==> src/ptb_pkg.sv <==
// ----------------------------------------------------------------------------
// ptb_pkg: shared definitions of the periodic timer bank
// Defaults, request and mode codes, payload records and the command and
// status records between the controller and the datapath.
// ----------------------------------------------------------------------------
package ptb_pkg;

  localparam int unsigned NUM_TIMERS_DEF = 16;
  localparam int unsigned TIME_BITS_DEF  = 32;
  localparam int unsigned NUM_GROUPS     = 4;
  localparam int unsigned DELAY_MAX      = 65535;
  localparam int unsigned RESULT_CAP     = 16;
  localparam int unsigned CNT_W          = $clog2(RESULT_CAP + 1);

  // request codes
  localparam logic [2:0] REQ_TICK    = 3'd0;
  localparam logic [2:0] REQ_SETUP   = 3'd1;
  localparam logic [2:0] REQ_STOP    = 3'd2;
  localparam logic [2:0] REQ_RESTART = 3'd3;
  localparam logic [2:0] REQ_DELAY   = 3'd4;
  localparam logic [2:0] REQ_GROUP   = 3'd5;

  // result kinds
  localparam logic KIND_FIRED  = 1'b0;
  localparam logic KIND_STATUS = 1'b1;

  typedef enum logic [1:0] {
    MODE_READY = 2'd0,
    MODE_DELAY = 2'd1,
    MODE_STOP  = 2'd2
  } mode_t;

  typedef struct packed {
    logic [2:0]  req_type;
    logic [3:0]  timer_index;
    logic [1:0]  group_index;
    logic [31:0] period_value;
    logic [31:0] timeout_value;
    logic [31:0] delay_amount;
  } req_t;

  typedef struct packed {
    logic       result_kind;
    logic [3:0] fired_timer;
    logic       late_event;
    logic       request_error;
    logic       last_result;
  } rsp_t;

  typedef struct packed {
    logic load;
    logic tick_adv;
    logic scan_clr;
    logic rd_entry;
    logic use_req;
    logic scan_eval;
    logic hold_eval;
    logic hold_grp;
    logic setup_wr;
    logic mode_wr;
    logic ptr_inc;
    logic emit_pend;
    logic emit_status;
  } ctl_cmd_t;

  typedef struct packed {
    logic [2:0] req_type;
    logic       idx_ok;
    logic       grp_ok;
    logic       amt_bad;
    logic       ptr_last;
    logic       ev_stall;
    logic       out_free;
    logic       pend_valid;
  } ctl_sts_t;

endpackage

==> src/ptb_req_if.sv <==
// ----------------------------------------------------------------------------
// ptb_req_if: request channel of the periodic timer bank
// Valid/ready channel carrying one request item.
// ----------------------------------------------------------------------------
interface ptb_req_if;
  logic        valid;
  logic        ready;
  logic [2:0]  req_type;
  logic [3:0]  timer_index;
  logic [1:0]  group_index;
  logic [31:0] period_value;
  logic [31:0] timeout_value;
  logic [31:0] delay_amount;

  modport source (
    output valid, req_type, timer_index, group_index, period_value,
           timeout_value, delay_amount,
    input  ready
  );

  modport sink (
    input  valid, req_type, timer_index, group_index, period_value,
           timeout_value, delay_amount,
    output ready
  );
endinterface

==> src/ptb_rsp_if.sv <==
// ----------------------------------------------------------------------------
// ptb_rsp_if: result channel of the periodic timer bank
// Valid/ready channel carrying one result item.
// ----------------------------------------------------------------------------
interface ptb_rsp_if;
  logic       valid;
  logic       ready;
  logic       result_kind;
  logic [3:0] fired_timer;
  logic       late_event;
  logic       request_error;
  logic       last_result;

  modport source (
    output valid, result_kind, fired_timer, late_event, request_error,
           last_result,
    input  ready
  );

  modport sink (
    input  valid, result_kind, fired_timer, late_event, request_error,
           last_result,
    output ready
  );
endinterface

==> src/ptb_ctrl.sv <==
// ----------------------------------------------------------------------------
// ptb_ctrl: sequencer of the periodic timer bank
// Accepts one item at a time and steps the datapath through the timer scan,
// single timer updates, group holds and the result pushes.
// ----------------------------------------------------------------------------
module ptb_ctrl (
  input  logic               clk,
  input  logic               rst_n,
  input  logic               in_valid,
  output logic               in_ready,
  input  ptb_pkg::ctl_sts_t  sts,
  output ptb_pkg::ctl_cmd_t  cmd
);

  typedef enum logic [3:0] {
    ST_IDLE,
    ST_DISPATCH,
    ST_SCAN_RD,
    ST_SCAN_EV,
    ST_FLUSH,
    ST_REQ_RD,
    ST_REQ_EV,
    ST_GRP_RD,
    ST_GRP_EV,
    ST_STATUS
  } state_t;

  state_t state_r;
  state_t state_nxt;
  logic   in_ready_r;

  assign in_ready = in_ready_r;

  always_comb begin
    state_nxt = state_r;
    cmd       = '0;
    unique case (state_r)
      ST_IDLE: begin
        if (in_valid && in_ready_r) begin
          cmd.load  = 1'b1;
          state_nxt = ST_DISPATCH;
        end
      end
      ST_DISPATCH: begin
        unique case (sts.req_type) inside
          ptb_pkg::REQ_TICK: begin
            cmd.tick_adv = 1'b1;
            cmd.scan_clr = 1'b1;
            state_nxt    = ST_SCAN_RD;
          end
          ptb_pkg::REQ_SETUP: begin
            cmd.setup_wr = sts.idx_ok;
            state_nxt    = ST_STATUS;
          end
          ptb_pkg::REQ_STOP, ptb_pkg::REQ_RESTART: begin
            cmd.mode_wr = sts.idx_ok;
            cmd.use_req = 1'b1;
            state_nxt   = ST_STATUS;
          end
          ptb_pkg::REQ_DELAY: begin
            if (sts.amt_bad || !sts.idx_ok) begin
              state_nxt = ST_STATUS;
            end else begin
              state_nxt = ST_REQ_RD;
            end
          end
          ptb_pkg::REQ_GROUP: begin
            if (sts.amt_bad || !sts.grp_ok) begin
              state_nxt = ST_STATUS;
            end else begin
              cmd.scan_clr = 1'b1;
              state_nxt    = ST_GRP_RD;
            end
          end
          default: begin
            state_nxt = ST_IDLE;
          end
        endcase
      end
      ST_SCAN_RD: begin
        cmd.rd_entry = 1'b1;
        state_nxt    = ST_SCAN_EV;
      end
      ST_SCAN_EV: begin
        if (!sts.ev_stall) begin
          cmd.scan_eval = 1'b1;
          if (sts.ptr_last) begin
            state_nxt = ST_FLUSH;
          end else begin
            cmd.ptr_inc = 1'b1;
            state_nxt   = ST_SCAN_RD;
          end
        end
      end
      ST_FLUSH: begin
        if (!sts.pend_valid) begin
          state_nxt = ST_IDLE;
        end else if (sts.out_free) begin
          cmd.emit_pend = 1'b1;
          state_nxt     = ST_IDLE;
        end
      end
      ST_REQ_RD: begin
        cmd.rd_entry = 1'b1;
        cmd.use_req  = 1'b1;
        state_nxt    = ST_REQ_EV;
      end
      ST_REQ_EV: begin
        cmd.hold_eval = 1'b1;
        cmd.use_req   = 1'b1;
        state_nxt     = ST_STATUS;
      end
      ST_GRP_RD: begin
        cmd.rd_entry = 1'b1;
        state_nxt    = ST_GRP_EV;
      end
      ST_GRP_EV: begin
        cmd.hold_eval = 1'b1;
        cmd.hold_grp  = 1'b1;
        if (sts.ptr_last) begin
          state_nxt = ST_STATUS;
        end else begin
          cmd.ptr_inc = 1'b1;
          state_nxt   = ST_GRP_RD;
        end
      end
      ST_STATUS: begin
        if (sts.out_free) begin
          cmd.emit_status = 1'b1;
          state_nxt       = ST_IDLE;
        end
      end
      default: begin
        state_nxt = ST_IDLE;
      end
    endcase
  end

  always_ff @(posedge clk) begin
    if (!rst_n) begin
      state_r    <= ST_IDLE;
      in_ready_r <= 1'b1;
    end else begin
      state_r    <= state_nxt;
      in_ready_r <= (state_nxt == ST_IDLE);
    end
  end

endmodule

==> src/ptb_datapath.sv <==
// ----------------------------------------------------------------------------
// ptb_datapath: timer storage and evaluation of the periodic timer bank
// Holds the clock, the per-timer memories, the scan pointer, the pending
// firing and the output register; acts on controller commands.
// ----------------------------------------------------------------------------
module ptb_datapath #(
  parameter int unsigned NUM_TIMERS = ptb_pkg::NUM_TIMERS_DEF,
  parameter int unsigned TIME_BITS  = ptb_pkg::TIME_BITS_DEF
) (
  input  logic               clk,
  input  logic               rst_n,
  input  ptb_pkg::ctl_cmd_t  cmd,
  input  ptb_pkg::req_t      req,
  input  logic               out_ready,
  output ptb_pkg::ctl_sts_t  sts,
  output logic               out_valid,
  output ptb_pkg::rsp_t      out_rsp
);

  localparam int unsigned IDX_W = (NUM_TIMERS > 1) ? $clog2(NUM_TIMERS) : 1;
  localparam int unsigned EXT_W = (IDX_W > 4) ? IDX_W : 4;
  localparam int unsigned CMP_W = (TIME_BITS > 32) ? TIME_BITS : 32;

  // latched request
  logic [2:0]  req_type_r;
  logic [3:0]  idx_r;
  logic [1:0]  grp_r;
  logic [31:0] per_r;
  logic [31:0] tmo_r;
  logic [31:0] amt_r;

  logic [TIME_BITS-1:0] now_r;

  // per-timer memories
  ptb_pkg::mode_t       mode_mem [NUM_TIMERS];
  logic [TIME_BITS-1:0] last_mem [NUM_TIMERS];
  logic [31:0]          per_mem  [NUM_TIMERS];
  logic [31:0]          tmo_mem  [NUM_TIMERS];
  logic [1:0]           grp_mem  [NUM_TIMERS];
  logic [NUM_TIMERS-1:0] written_r;
  logic [NUM_TIMERS-1:0] registered_r;

  // registered read of one entry
  ptb_pkg::mode_t       rd_mode_r;
  logic [TIME_BITS-1:0] rd_last_r;
  logic [31:0]          rd_per_r;
  logic [31:0]          rd_tmo_r;
  logic [1:0]           rd_grp_r;
  logic                 rd_written_r;
  logic                 rd_reg_r;

  logic [IDX_W-1:0]          ptr_r;
  logic [ptb_pkg::CNT_W-1:0] fire_cnt_r;
  logic                      pend_valid_r;
  logic [3:0]                pend_idx_r;
  logic                      pend_late_r;

  logic          out_valid_r;
  ptb_pkg::rsp_t out_rsp_r;

  logic [EXT_W-1:0]     idx_ext;
  logic [EXT_W-1:0]     ptr_ext;
  logic [IDX_W-1:0]     req_addr;
  logic [IDX_W-1:0]     addr;
  ptb_pkg::mode_t       eff_mode;
  logic [TIME_BITS-1:0] eff_last;
  logic [TIME_BITS-1:0] elapsed;
  logic [CMP_W-1:0]     el_c;
  logic                 due;
  logic                 late;
  logic                 hold_end;
  logic                 fire;
  logic                 wake;
  logic                 report;
  logic                 out_free;
  logic                 amt_bad;
  logic                 hold_ok;
  logic [TIME_BITS-1:0] hold_time;
  logic                 ml_we;
  ptb_pkg::mode_t       ml_mode;
  logic [TIME_BITS-1:0] ml_last;
  logic                 push;
  ptb_pkg::rsp_t        push_rsp;

  assign idx_ext  = EXT_W'(idx_r);
  assign ptr_ext  = EXT_W'(ptr_r);
  assign req_addr = idx_ext[IDX_W-1:0];
  assign addr     = cmd.use_req ? req_addr : ptr_r;

  // an entry never written reads as ready with last run zero
  assign eff_mode = rd_written_r ? rd_mode_r : ptb_pkg::MODE_READY;
  assign eff_last = rd_written_r ? rd_last_r : '0;

  assign elapsed  = now_r - eff_last;
  assign el_c     = CMP_W'(elapsed);
  assign due      = el_c >= CMP_W'(rd_per_r);
  assign late     = el_c > CMP_W'(rd_tmo_r);
  assign hold_end = el_c < CMP_W'(ptb_pkg::DELAY_MAX);
  assign fire     = rd_reg_r && (eff_mode == ptb_pkg::MODE_READY) && due;
  assign wake     = rd_reg_r && (eff_mode == ptb_pkg::MODE_DELAY) && hold_end;
  assign report   = fire && (fire_cnt_r < ptb_pkg::CNT_W'(ptb_pkg::RESULT_CAP));
  assign out_free = !out_valid_r || out_ready;
  assign amt_bad  = (amt_r == 32'd0) || (amt_r > 32'(ptb_pkg::DELAY_MAX));

  assign hold_ok   = (eff_mode != ptb_pkg::MODE_STOP) &&
                     (!cmd.hold_grp || (rd_reg_r && (rd_grp_r == grp_r)));
  assign hold_time = now_r + TIME_BITS'(amt_r);

  // mode and last-run write port
  always_comb begin
    ml_we   = 1'b0;
    ml_mode = ptb_pkg::MODE_READY;
    ml_last = now_r;
    if (cmd.scan_eval && (fire || wake)) begin
      ml_we = 1'b1;
    end else if (cmd.hold_eval && hold_ok) begin
      ml_we   = 1'b1;
      ml_mode = ptb_pkg::MODE_DELAY;
      ml_last = hold_time;
    end else if (cmd.mode_wr) begin
      ml_we = 1'b1;
      if (req_type_r == ptb_pkg::REQ_STOP) begin
        ml_mode = ptb_pkg::MODE_STOP;
        ml_last = '0;
      end
    end
  end

  // result push selection
  always_comb begin
    push     = 1'b0;
    push_rsp = '0;
    if (cmd.scan_eval && report && pend_valid_r) begin
      push                 = 1'b1;
      push_rsp.result_kind = ptb_pkg::KIND_FIRED;
      push_rsp.fired_timer = pend_idx_r;
      push_rsp.late_event  = pend_late_r;
    end else if (cmd.emit_pend) begin
      push                 = 1'b1;
      push_rsp.result_kind = ptb_pkg::KIND_FIRED;
      push_rsp.fired_timer = pend_idx_r;
      push_rsp.late_event  = pend_late_r;
      push_rsp.last_result = 1'b1;
    end else if (cmd.emit_status) begin
      push                   = 1'b1;
      push_rsp.result_kind   = ptb_pkg::KIND_STATUS;
      push_rsp.fired_timer   = (req_type_r == ptb_pkg::REQ_GROUP) ? 4'd0 : idx_r;
      push_rsp.request_error = amt_bad && ((req_type_r == ptb_pkg::REQ_DELAY) ||
                                           (req_type_r == ptb_pkg::REQ_GROUP));
      push_rsp.last_result   = 1'b1;
    end
  end

  always_comb begin
    sts            = '0;
    sts.req_type   = req_type_r;
    sts.idx_ok     = 32'(idx_r) < 32'(NUM_TIMERS);
    sts.grp_ok     = 32'(grp_r) < 32'(ptb_pkg::NUM_GROUPS);
    sts.amt_bad    = amt_bad;
    sts.ptr_last   = ptr_r == IDX_W'(NUM_TIMERS - 1);
    sts.ev_stall   = report && pend_valid_r && !out_free;
    sts.out_free   = out_free;
    sts.pend_valid = pend_valid_r;
  end

  assign out_valid = out_valid_r;
  assign out_rsp   = out_rsp_r;

  // control state
  always_ff @(posedge clk) begin
    if (!rst_n) begin
      now_r        <= '0;
      written_r    <= '0;
      registered_r <= '0;
      ptr_r        <= '0;
      fire_cnt_r   <= '0;
      pend_valid_r <= 1'b0;
      out_valid_r  <= 1'b0;
    end else begin
      if (cmd.tick_adv) begin
        now_r <= now_r + TIME_BITS'(1);
      end
      if (ml_we) begin
        written_r[addr] <= 1'b1;
      end
      if (cmd.setup_wr) begin
        registered_r[req_addr] <= 1'b1;
      end
      if (cmd.scan_clr) begin
        ptr_r <= '0;
      end else if (cmd.ptr_inc) begin
        ptr_r <= ptr_r + IDX_W'(1);
      end
      if (cmd.scan_clr) begin
        fire_cnt_r <= '0;
      end else if (cmd.scan_eval && report) begin
        fire_cnt_r <= fire_cnt_r + ptb_pkg::CNT_W'(1);
      end
      if (cmd.scan_clr || cmd.emit_pend) begin
        pend_valid_r <= 1'b0;
      end else if (cmd.scan_eval && report) begin
        pend_valid_r <= 1'b1;
      end
      if (push) begin
        out_valid_r <= 1'b1;
      end else if (out_ready) begin
        out_valid_r <= 1'b0;
      end
    end
  end

  // payload registers
  always_ff @(posedge clk) begin
    if (cmd.load) begin
      req_type_r <= req.req_type;
      idx_r      <= req.timer_index;
      grp_r      <= req.group_index;
      per_r      <= req.period_value;
      tmo_r      <= req.timeout_value;
      amt_r      <= req.delay_amount;
    end
    if (cmd.scan_eval && report) begin
      pend_idx_r  <= ptr_ext[3:0];
      pend_late_r <= late;
    end
    if (push) begin
      out_rsp_r <= push_rsp;
    end
  end

  // timer memories
  always_ff @(posedge clk) begin
    if (ml_we) begin
      mode_mem[addr] <= ml_mode;
      last_mem[addr] <= ml_last;
    end
    if (cmd.setup_wr) begin
      per_mem[req_addr] <= per_r;
      tmo_mem[req_addr] <= tmo_r;
      grp_mem[req_addr] <= grp_r;
    end
    if (cmd.rd_entry) begin
      rd_mode_r    <= mode_mem[addr];
      rd_last_r    <= last_mem[addr];
      rd_per_r     <= per_mem[addr];
      rd_tmo_r     <= tmo_mem[addr];
      rd_grp_r     <= grp_mem[addr];
      rd_written_r <= written_r[addr];
      rd_reg_r     <= registered_r[addr];
    end
  end

endmodule

==> src/periodic_timer_bank.sv <==
// ----------------------------------------------------------------------------
// periodic_timer_bank: bank of periodic timers on one millisecond clock
// Ticks scan every timer for firings and hold ends; other requests register
// a timer or change the mode of one timer or of a whole group.
// ----------------------------------------------------------------------------
// one item at a time; in_req.ready returns high once an item is finished
// tick: a read and an evaluate step per timer through the shared entry memory;
//   setup, stop, restart and rejected holds: dispatch, then status; timer delay:
//   dispatch, entry read, evaluate, status; group delay: a read and an evaluate
//   step per timer; all plus stalls while a result waits
// reset (synchronous, active low) clears the clock, modes and registrations
module periodic_timer_bank #(
  parameter int unsigned NUM_TIMERS = ptb_pkg::NUM_TIMERS_DEF,
  parameter int unsigned TIME_BITS  = ptb_pkg::TIME_BITS_DEF
) (
  input logic          clk,
  input logic          rst_n,
  ptb_req_if.sink      in_req,
  ptb_rsp_if.source    out_rsp
);

  ptb_pkg::ctl_cmd_t cmd;
  ptb_pkg::ctl_sts_t sts;
  ptb_pkg::req_t     req;
  ptb_pkg::rsp_t     rsp;
  logic              in_ready;
  logic              out_valid;

  // gather the request fields into one record for the datapath
  always_comb begin
    req.req_type      = in_req.req_type;
    req.timer_index   = in_req.timer_index;
    req.group_index   = in_req.group_index;
    req.period_value  = in_req.period_value;
    req.timeout_value = in_req.timeout_value;
    req.delay_amount  = in_req.delay_amount;
  end

  assign in_req.ready = in_ready;

  // sequencer: dispatch, per-timer scan loop, result pushes
  ptb_ctrl u_ctrl (
    .clk      (clk),
    .rst_n    (rst_n),
    .in_valid (in_req.valid),
    .in_ready (in_ready),
    .sts      (sts),
    .cmd      (cmd)
  );

  // timer memories, clock, pending firing and output register
  ptb_datapath #(
    .NUM_TIMERS (NUM_TIMERS),
    .TIME_BITS  (TIME_BITS)
  ) u_datapath (
    .clk       (clk),
    .rst_n     (rst_n),
    .cmd       (cmd),
    .req       (req),
    .out_ready (out_rsp.ready),
    .sts       (sts),
    .out_valid (out_valid),
    .out_rsp   (rsp)
  );

  // result item straight from the output register
  assign out_rsp.valid         = out_valid;
  assign out_rsp.result_kind   = rsp.result_kind;
  assign out_rsp.fired_timer   = rsp.fired_timer;
  assign out_rsp.late_event    = rsp.late_event;
  assign out_rsp.request_error = rsp.request_error;
  assign out_rsp.last_result   = rsp.last_result;

endmodule

==> src/flat_wrapper.sv <==
// flat-port wrapper written by rule: the top's interface ports become plain ports
module periodic_timer_bank_flat 
#(
  parameter int unsigned NUM_TIMERS = ptb_pkg::NUM_TIMERS_DEF,
  parameter int unsigned TIME_BITS  = ptb_pkg::TIME_BITS_DEF
)
  (clk, rst_n, in_req_valid, in_req_req_type, in_req_timer_index, in_req_group_index, in_req_period_value, in_req_timeout_value, in_req_delay_amount, in_req_ready, out_rsp_valid, out_rsp_result_kind, out_rsp_fired_timer, out_rsp_late_event, out_rsp_request_error, out_rsp_last_result, out_rsp_ready);
  ptb_req_if in_req_i ();
  ptb_rsp_if out_rsp_i ();
  input logic clk;
  input logic rst_n;
  input wire logic [$bits(in_req_i.valid)-1:0] in_req_valid;
  input wire logic [$bits(in_req_i.req_type)-1:0] in_req_req_type;
  input wire logic [$bits(in_req_i.timer_index)-1:0] in_req_timer_index;
  input wire logic [$bits(in_req_i.group_index)-1:0] in_req_group_index;
  input wire logic [$bits(in_req_i.period_value)-1:0] in_req_period_value;
  input wire logic [$bits(in_req_i.timeout_value)-1:0] in_req_timeout_value;
  input wire logic [$bits(in_req_i.delay_amount)-1:0] in_req_delay_amount;
  output wire logic [$bits(in_req_i.ready)-1:0] in_req_ready;
  output wire logic [$bits(out_rsp_i.valid)-1:0] out_rsp_valid;
  output wire logic [$bits(out_rsp_i.result_kind)-1:0] out_rsp_result_kind;
  output wire logic [$bits(out_rsp_i.fired_timer)-1:0] out_rsp_fired_timer;
  output wire logic [$bits(out_rsp_i.late_event)-1:0] out_rsp_late_event;
  output wire logic [$bits(out_rsp_i.request_error)-1:0] out_rsp_request_error;
  output wire logic [$bits(out_rsp_i.last_result)-1:0] out_rsp_last_result;
  input wire logic [$bits(out_rsp_i.ready)-1:0] out_rsp_ready;
  assign in_req_i.valid = in_req_valid;
  assign in_req_i.req_type = in_req_req_type;
  assign in_req_i.timer_index = in_req_timer_index;
  assign in_req_i.group_index = in_req_group_index;
  assign in_req_i.period_value = in_req_period_value;
  assign in_req_i.timeout_value = in_req_timeout_value;
  assign in_req_i.delay_amount = in_req_delay_amount;
  assign in_req_ready = in_req_i.ready;
  assign out_rsp_valid = out_rsp_i.valid;
  assign out_rsp_result_kind = out_rsp_i.result_kind;
  assign out_rsp_fired_timer = out_rsp_i.fired_timer;
  assign out_rsp_late_event = out_rsp_i.late_event;
  assign out_rsp_request_error = out_rsp_i.request_error;
  assign out_rsp_last_result = out_rsp_i.last_result;
  assign out_rsp_i.ready = out_rsp_ready;
  periodic_timer_bank #(.NUM_TIMERS(NUM_TIMERS), .TIME_BITS(TIME_BITS)) u_core (.clk(clk), .rst_n(rst_n), .in_req(in_req_i), .out_rsp(out_rsp_i));
endmodule
==> config.mk <==
export PLATFORM = sky130hd
export DESIGN_NAME = periodic_timer_bank_flat
export DESIGN_NICKNAME = d
export VERILOG_FILES = /design/src/ptb_pkg.sv /design/src/ptb_req_if.sv /design/src/ptb_rsp_if.sv /design/src/ptb_ctrl.sv /design/src/ptb_datapath.sv /design/src/periodic_timer_bank.sv /design/src/flat_wrapper.sv
export SDC_FILE = /design/constraint.sdc
export NUM_CORES = 2
export LEC_CHECK = 0
export BUFFER_PORTS_ARGS = -buffer_cell sky130_fd_sc_hd__buf_4
export CAP_MARGIN = 5
export CORE_MARGIN = 8
export CORE_UTILIZATION = 62
export DETAILED_ROUTE_END_ITERATION = 10
export PLACE_DENSITY = 0.81
export SKIP_CTS_REPAIR_TIMING = 1
export SLEW_MARGIN = 40
export SYNTH_ARGS = -nofsm -noshare
export SYNTH_HDL_FRONTEND = slang
export SYNTH_SLANG_ARGS = --single-unit
==> constraint.sdc <==
create_clock -name clk -period 15.01 [get_ports clk]
set_clock_uncertainty 0.1 [all_clocks]
set_input_delay 0.7505 -clock clk [delete_from_list [all_inputs] [get_ports clk]]
set_output_delay 0.7505 -clock clk [all_outputs]
set_load 0.05 [all_outputs]
* After elaboration in Yosys (flattened, before gate mapping)
Memory sizes are Yosys's and may differ from the RTL's. A register that Yosys moved wholly into a read port is not among the register bits. Cells that the tools add are included.
Operators by class: add/sub/neg operators 5, multipliers 0, divide/modulo/power cells 0, magnitude comparators 9, eq/ne operators 18, shift-type cells 0, mux-type cells 70, bitwise gates (word level) 4, reductions and logical operators 41
Operators by type and width (number):
- two-way mux 32 bit | 5
- two-way mux 4 bit | 10
- one-hot mux 4 bit (10 select lines) | 1
- two-way mux 1 bit | 36
- adder 32 x 1 -> 32 bit, second input constant | 1
- adder 32 bit | 1
- greater-or-equal comparator 32 bit | 1
- greater-than comparator 32 x 16 -> 1 bit, second input constant | 1
- greater-than comparator 32 bit | 1
- logical NOT 32 bit | 1
- < comparator 32 x 16 -> 1 bit, second input constant | 1
- bitwise OR 16 bit | 2
- subtractor 32 bit | 1
- logical AND 1 bit | 17
- == test 4 x 3 -> 1 bit, second input constant | 4
- one-hot mux 4 bit (4 select lines) | 1
- two-way mux 2 bit | 7
- == test 4 bit, second input constant | 3
- OR reduction 2 bit | 6
- < comparator 4 x 5 -> 1 bit, second input constant | 2
- two-way mux 5 bit | 2
- OR reduction 3 bit | 3
- binary-select mux 1 bit (select 4 bit) | 2
- demux 1 bit (select 4 bit) | 2
- other kinds (21) | 36
Storage, ports and cells: flip-flop bits (word level) 200, latch bits 0, memory bits (writable) 1600, ROM bits 0, input bits 109, output and inout bits 10, logic and storage cells 176, memories 5
Memories:
- u_core.u_datapath.last_mem | depth 16, width 32, rd ports 1, clocked after Yosys merged registers in 1, write ports 1, RTL line ptb_datapath.sv:36 | logic [TIME_BITS-1:0] last_mem [NUM_TIMERS];
- u_core.u_datapath.per_mem | depth 16, width 32, rd ports 1, clocked after Yosys merged registers in 1, write ports 1, RTL line ptb_datapath.sv:37 | logic [31:0] per_mem [NUM_TIMERS];
- u_core.u_datapath.tmo_mem | depth 16, width 32, rd ports 1, clocked after Yosys merged registers in 1, write ports 1, RTL line ptb_datapath.sv:38 | logic [31:0] tmo_mem [NUM_TIMERS];
- u_core.u_datapath.grp_mem | depth 16, width 2, rd ports 1, clocked after Yosys merged registers in 1, write ports 1, RTL line ptb_datapath.sv:39 | logic [1:0] grp_mem [NUM_TIMERS];
- u_core.u_datapath.mode_mem | depth 16, width 2, rd ports 1, clocked after Yosys merged registers in 1, write ports 1, RTL line ptb_datapath.sv:35 | ptb_pkg::mode_t mode_mem [NUM_TIMERS];

* Logic depth before layout (Yosys ltp)
word-level depth 13, depth in mapped cells 23, mapped depth without buffers 20

* Modules after synthesis
Synthesis repeated with hierarchy kept, for this count alone.
Second synthesis, totals: cell total of the unflattened synthesis 4318, area, all modules 76947.5 sq um
Modules (own cells, without submodules):
- ptb_datapath | instances 1, cells each 4236, area an instance 76367.0 sq um, sequential area each 56153.9 sq um
- ptb_ctrl | instances 1, cells each 82, area an instance 580.6 sq um, sequential area each 100.1 sq um

* Least setup slack after synthesis
No wires, ideal clock.
path type input to register, start point in in_req_valid, end point reg u_core.u_datapath.amt_r[0] (enable), library setup time 0.863 ns, arrival 11.582 ns, data required time 14.047 ns, slack 2.465 ns, cell stages on the path 2, buffers on the path 0, path through nand2_1 nor4b_1
RTL lines:
- from (decl) | RTL line flat_wrapper.sv:12 | input wire logic [$bits(in_req_i.valid)-1:0] in_req_valid;
- to (signal assigned) | RTL line ptb_datapath.sv:220 | amt_r <= req.delay_amount;
- to (decl) | RTL line ptb_datapath.sv:30 | logic [31:0] amt_r;

* Worst setup path after layout
start point reg u_core.u_datapath.rd_written_r, end point mem u_core.u_datapath.last_mem[7][30] (netlist name) (enable)
On the way: cells in the longest elaborated chain, start to end 13, elaborated cells on any way between the ends 25, classes of those cells 1 x add/sub; 2 x order compare; 2 x eq/ne; 8 x mux; 12 x reduce/logical
Ends and longest elaborated chain:
- from (decl) | RTL line ptb_datapath.sv:49 | logic rd_written_r;
- from (signal assigned) | RTL line ptb_datapath.sv:248 | rd_written_r <= written_r[addr];
- two-way mux 32 bit or two-way mux 2 bit (tied branches) | RTL line ptb_datapath.sv:92, ptb_datapath.sv:91
- subtractor 32 bit or logical NOT 2 bit (tied branches) | RTL line ptb_datapath.sv:94, ptb_datapath.sv:99
- greater-or-equal comparator 32 bit or logical AND 1 bit (tied branches) | RTL line ptb_datapath.sv:96, ptb_datapath.sv:99
- logical AND 1 bit | RTL line ptb_datapath.sv:99 | assign fire = rd_reg_r && (eff_mode == ptb_pkg::MODE_READY) && due;
- logical AND 1 bit | RTL line ptb_datapath.sv:101 | assign report = fire && (fire_cnt_r < ptb_pkg::CNT_W'(ptb_pkg::RESULT_CAP));
- logical AND 1 bit (2 in series) | RTL line ptb_datapath.sv:161 | sts.ev_stall = report && pend_valid_r && !out_free;
- two-way mux 1 bit | RTL line ptb_ctrl.sv:85 | if (!sts.ev_stall) begin
- two-way mux 1 bit | RTL line ptb_ctrl.sv:37 | unique case (state_r)
- logical AND 1 bit | RTL line ptb_datapath.sv:114 | if (cmd.scan_eval && (fire || wake)) begin
- two-way mux 1 bit * | RTL line ptb_datapath.sv:114
- two-way mux 1 bit * | RTL line ptb_datapath.sv:233 | if (ml_we) begin
- two-way mux 1 bit (not written as such) * | RTL line ptb_datapath.sv:235 | last_mem[addr] <= ml_last;
- to (decl) | RTL line ptb_datapath.sv:36
Every way passes the cells marked *; elsewhere a longest branch is shown, timed or not.

==> metrics.md <==
| Metric | Value |
|---|---|
| Status | complete, no violations |
| DR iter-0 viols | roughly 6900 |
| Final global-route overflow total | 0 |
| Req. time, crit path | 15.39 ns |
| Top cell type's share of synthesized area | 0.731 |
| GRT Util Overall | 0.293 |
| Vias | about 47000 |
| Leakage power | 28.2 nW |
| Tmin final | 6.17 ns |
| Total wire length | about 200000 um |
| Reg2reg setup slack | 8.84 ns |
| Largest net degree at the start of global routing | between 150 and 200 |
| Slew @ Worst Pin | 0.933 ns |
| Core Rows | roughly 130 |
| Mean Syn Cell Area | between 15 and 20 sq um |
| Crit end category | register |
| Die H | 363 um |
| Initial antenna violation count | 5 |
| Cell Area, Synth | 74800 sq um |
| Type of origin of the critical path | register |
| CTS max path bufs | 3 |
| Die ar. | 132000 sq um |
| Yosys warnings | 0 |
| Final #Nets | 5178 |
| Largest regs | u_core.u_datapath.last_mem x512, u_core.u_datapath.per_mem x512, u_core.u_datapath.tmo_mem x512 |
| First-pass GRT wire length | 290000 um |
| EDFF count, synth | 1820 |
| Peak VDD IR | 116 uV |
| Synth area leader | edfxtp_1 |
| IO Pins | roughly 120 |
| GPL Wtd Cong | ~0.94 |
| Crit path kind | reg2reg |
| Area after DPL | 78100 sq um |
| Routed len/inst | 30.0 um |
| Later-pin clock latency in the skew report | 0.81 ns |
| FFs w/ async S/R, synth | 0 |
| Hold Vio Cnt, Final | 0 |
| Worst EP arrival | 6.55 ns |
| F_max | approximately 0.16 GHz |
| Antenna Nets Post-Route | 0 |
| Max Slew Vio Count | 0 |
| Post-Syn Instances | 4774 |
| Core area | 120000 sq um |
| Clock transition at path regs | 0.06 ns |
| Final period util | 0.411 |
| Vias in the first global route | 45199 |
| Synth Register Bits | 1900 |
| Netlist cell types | 84 |
| Post-Syn Nets | 5015 |
| HPWL after detailed placement | 110000 um |
| Die Wd | between 300 and 400 um |
| Avg Vias per Cell | 6.96 |
| Starting Density | 0.624 |
| CTS sink cnt | 1900 |
| Most used flip-flop cell after synthesis | edfxtp_1 |
| Drt first pass iters | 7 |
| Hold crit path type | in2reg |
| Final instance area | 84500 sq um |
| Setup violations, final | 0 |
| DRC errors left | 0 |
| P per Cell Area | 150 nW/um^2 |
| Crit-path max FO | 35 |
| RSZ-0062 raised after global routing | false |
| CTS root buffer | clkbuf_16 |
| Number of H-tree levels | 4 |
| Area growth from synthesis to layout | 12.9% |
| Max-slew headroom | 0.378 |
| # port buffers | approximately 120 |
| Number of max-cap violations | 0 |
| TritonCTS buffer count | 180 |
| Synth top area cells | edfxtp_1 (73%), a22oi_1 (8.2%), a21oi_1 (3.2%) |
| Setup tns final | 0 ns |
| CTS tree | done |
| Seq/Total Area, Yosys | 0.752 |
| Layout cells sized above 1 | 0.114 |
==> per-stage QoR <==
stage          utilization  worst slack, ns  hold slack [ns]  total power (W)  cells
2_1_floorplan            -             2.46            0.341          0.00749   4774
3_3_place_gp         0.649             8.42            0.347          0.00809   6318
3_5_place_dp         0.652             8.97            0.354          0.00814   6331
4_1_cts              0.701             8.96          -0.0404           0.0126   6661
5_1_grt              0.705             8.60         -0.00697           0.0130   6697
6_report             0.705             8.84           0.0217           0.0127   6699
==> layout make-up <==
cell class,count,area [sq um]
sequential,1900,56300
fill,7233,35400
multi-input combinational,2485,17400
clock buffer,225,4780
timing repair buffer,271,2430
tap,1612,2020
clock inverter,105,1170
inverter,99,373
antenna,2,5.00
==> final timing paths <==
| path | cells past startpoint | end | from |
|---|---|---|---|
| worst min register to register | 1 | u_core.u_datapath.registered_r[10] | u_core.u_datapath.registered_r[10] |
| worst max-delay path | 21 | u_core.u_datapath.last_mem[7][30] | u_core.u_datapath.rd_written_r |
| worst min-delay path | 1 | u_core.u_datapath.idx_ext[0] | in_req_timer_index[0] |
| worst max register to register | 21 | u_core.u_datapath.last_mem[7][30] | u_core.u_datapath.rd_written_r |
==> cells in the final DEF, fill, tap and decap left out, drive strengths merged, types with 14 or more instances in the layout <==
cell         instances
buf                239
nor2                93
nand2b              30
or4                103
edfxtp            1820
nor2b               14
nand4               37
dlygate4sd3         32
inv                108
o21ai               92
xnor2               57
ha                 130
o211ai              22
a211oi              33
clkbuf             225
a21oi              486
clkinv              70
nand2              125
o21a                43
a21o                49
nor3                26
bufinv              20
dfxtp               80
nor4                16
xor2                28
and2                37
a22oi              820
nand3               75
and3                14
==> synthesized netlist by cell type, types with 37 or more instances <==
master    count
a21o_1       49
o21a_1       43
and2_1       37
nand3_1      75
dfxtp_1      80
a21oi_1     481
nand2_1     125
nor2_1       93
xnor2_1      57
ha_1        130
inv_1        98
clkbuf_1    240
a22oi_1     819
or4_1       103
edfxtp_1   1820
o21ai_0      76
==> critical path, cell delays in order, from the launching register on <==
cell and delay [ns]:
edfxtp_1 0.32, buf_4 0.34, and2_1 0.20, ha_1 0.17
inv_1 0.06, fa_1 0.47, a211oi_2 0.27, o21ai_2 0.13
a21oi_2 0.31, o211a_1 0.30, o21ai_0 0.14, xor2_1 0.38
ha_1 0.20, nand2_1 0.06, nor3_1 0.23, o211ai_1 0.16
inv_1 0.08, a21o_1 0.13, nand2b_1 0.16, o311a_4 0.63
a211oi_4 0.59, buf_4 0.38
==> report_power, final <==
part	total, W	switching, W	internal, W
clock	0.00458	0.00197	0.00262
combinational	0.00166	0.00117	0.000492
sequential	0.00645	0.000254	0.00619
total	0.0127	0.00338	0.00930
==> per-layer routing <==
metal	routed length [um]	track usage	part of all wire
met1	73800	0.399	0.37
met2	94700	0.461	0.47
met3	22900	0.0582	0.11
met4	9510	0.135	0.047
met5	27	0	0.00013
==> cell families (layout without fill, tap and decap cells) <==
logic type / after synthesis / count (layout) / share of synthesized area
and+or+nand+nor: 619 / 619 / 0.0457
DFF: 1900 / 1900 / 0.752
adders and majority gates: 132 / 132 / 0.0223
muxes: 12 / 12 / 0.00161
other: 0 / 2 / 0
AOI/OAI and AO/OA: 1637 / 1637 / 0.148
xor gates and xnor gates: 85 / 85 / 0.00995
buffers and inverters: 389 / 700 / 0.0204
Power figures use the tool's default switching activity.
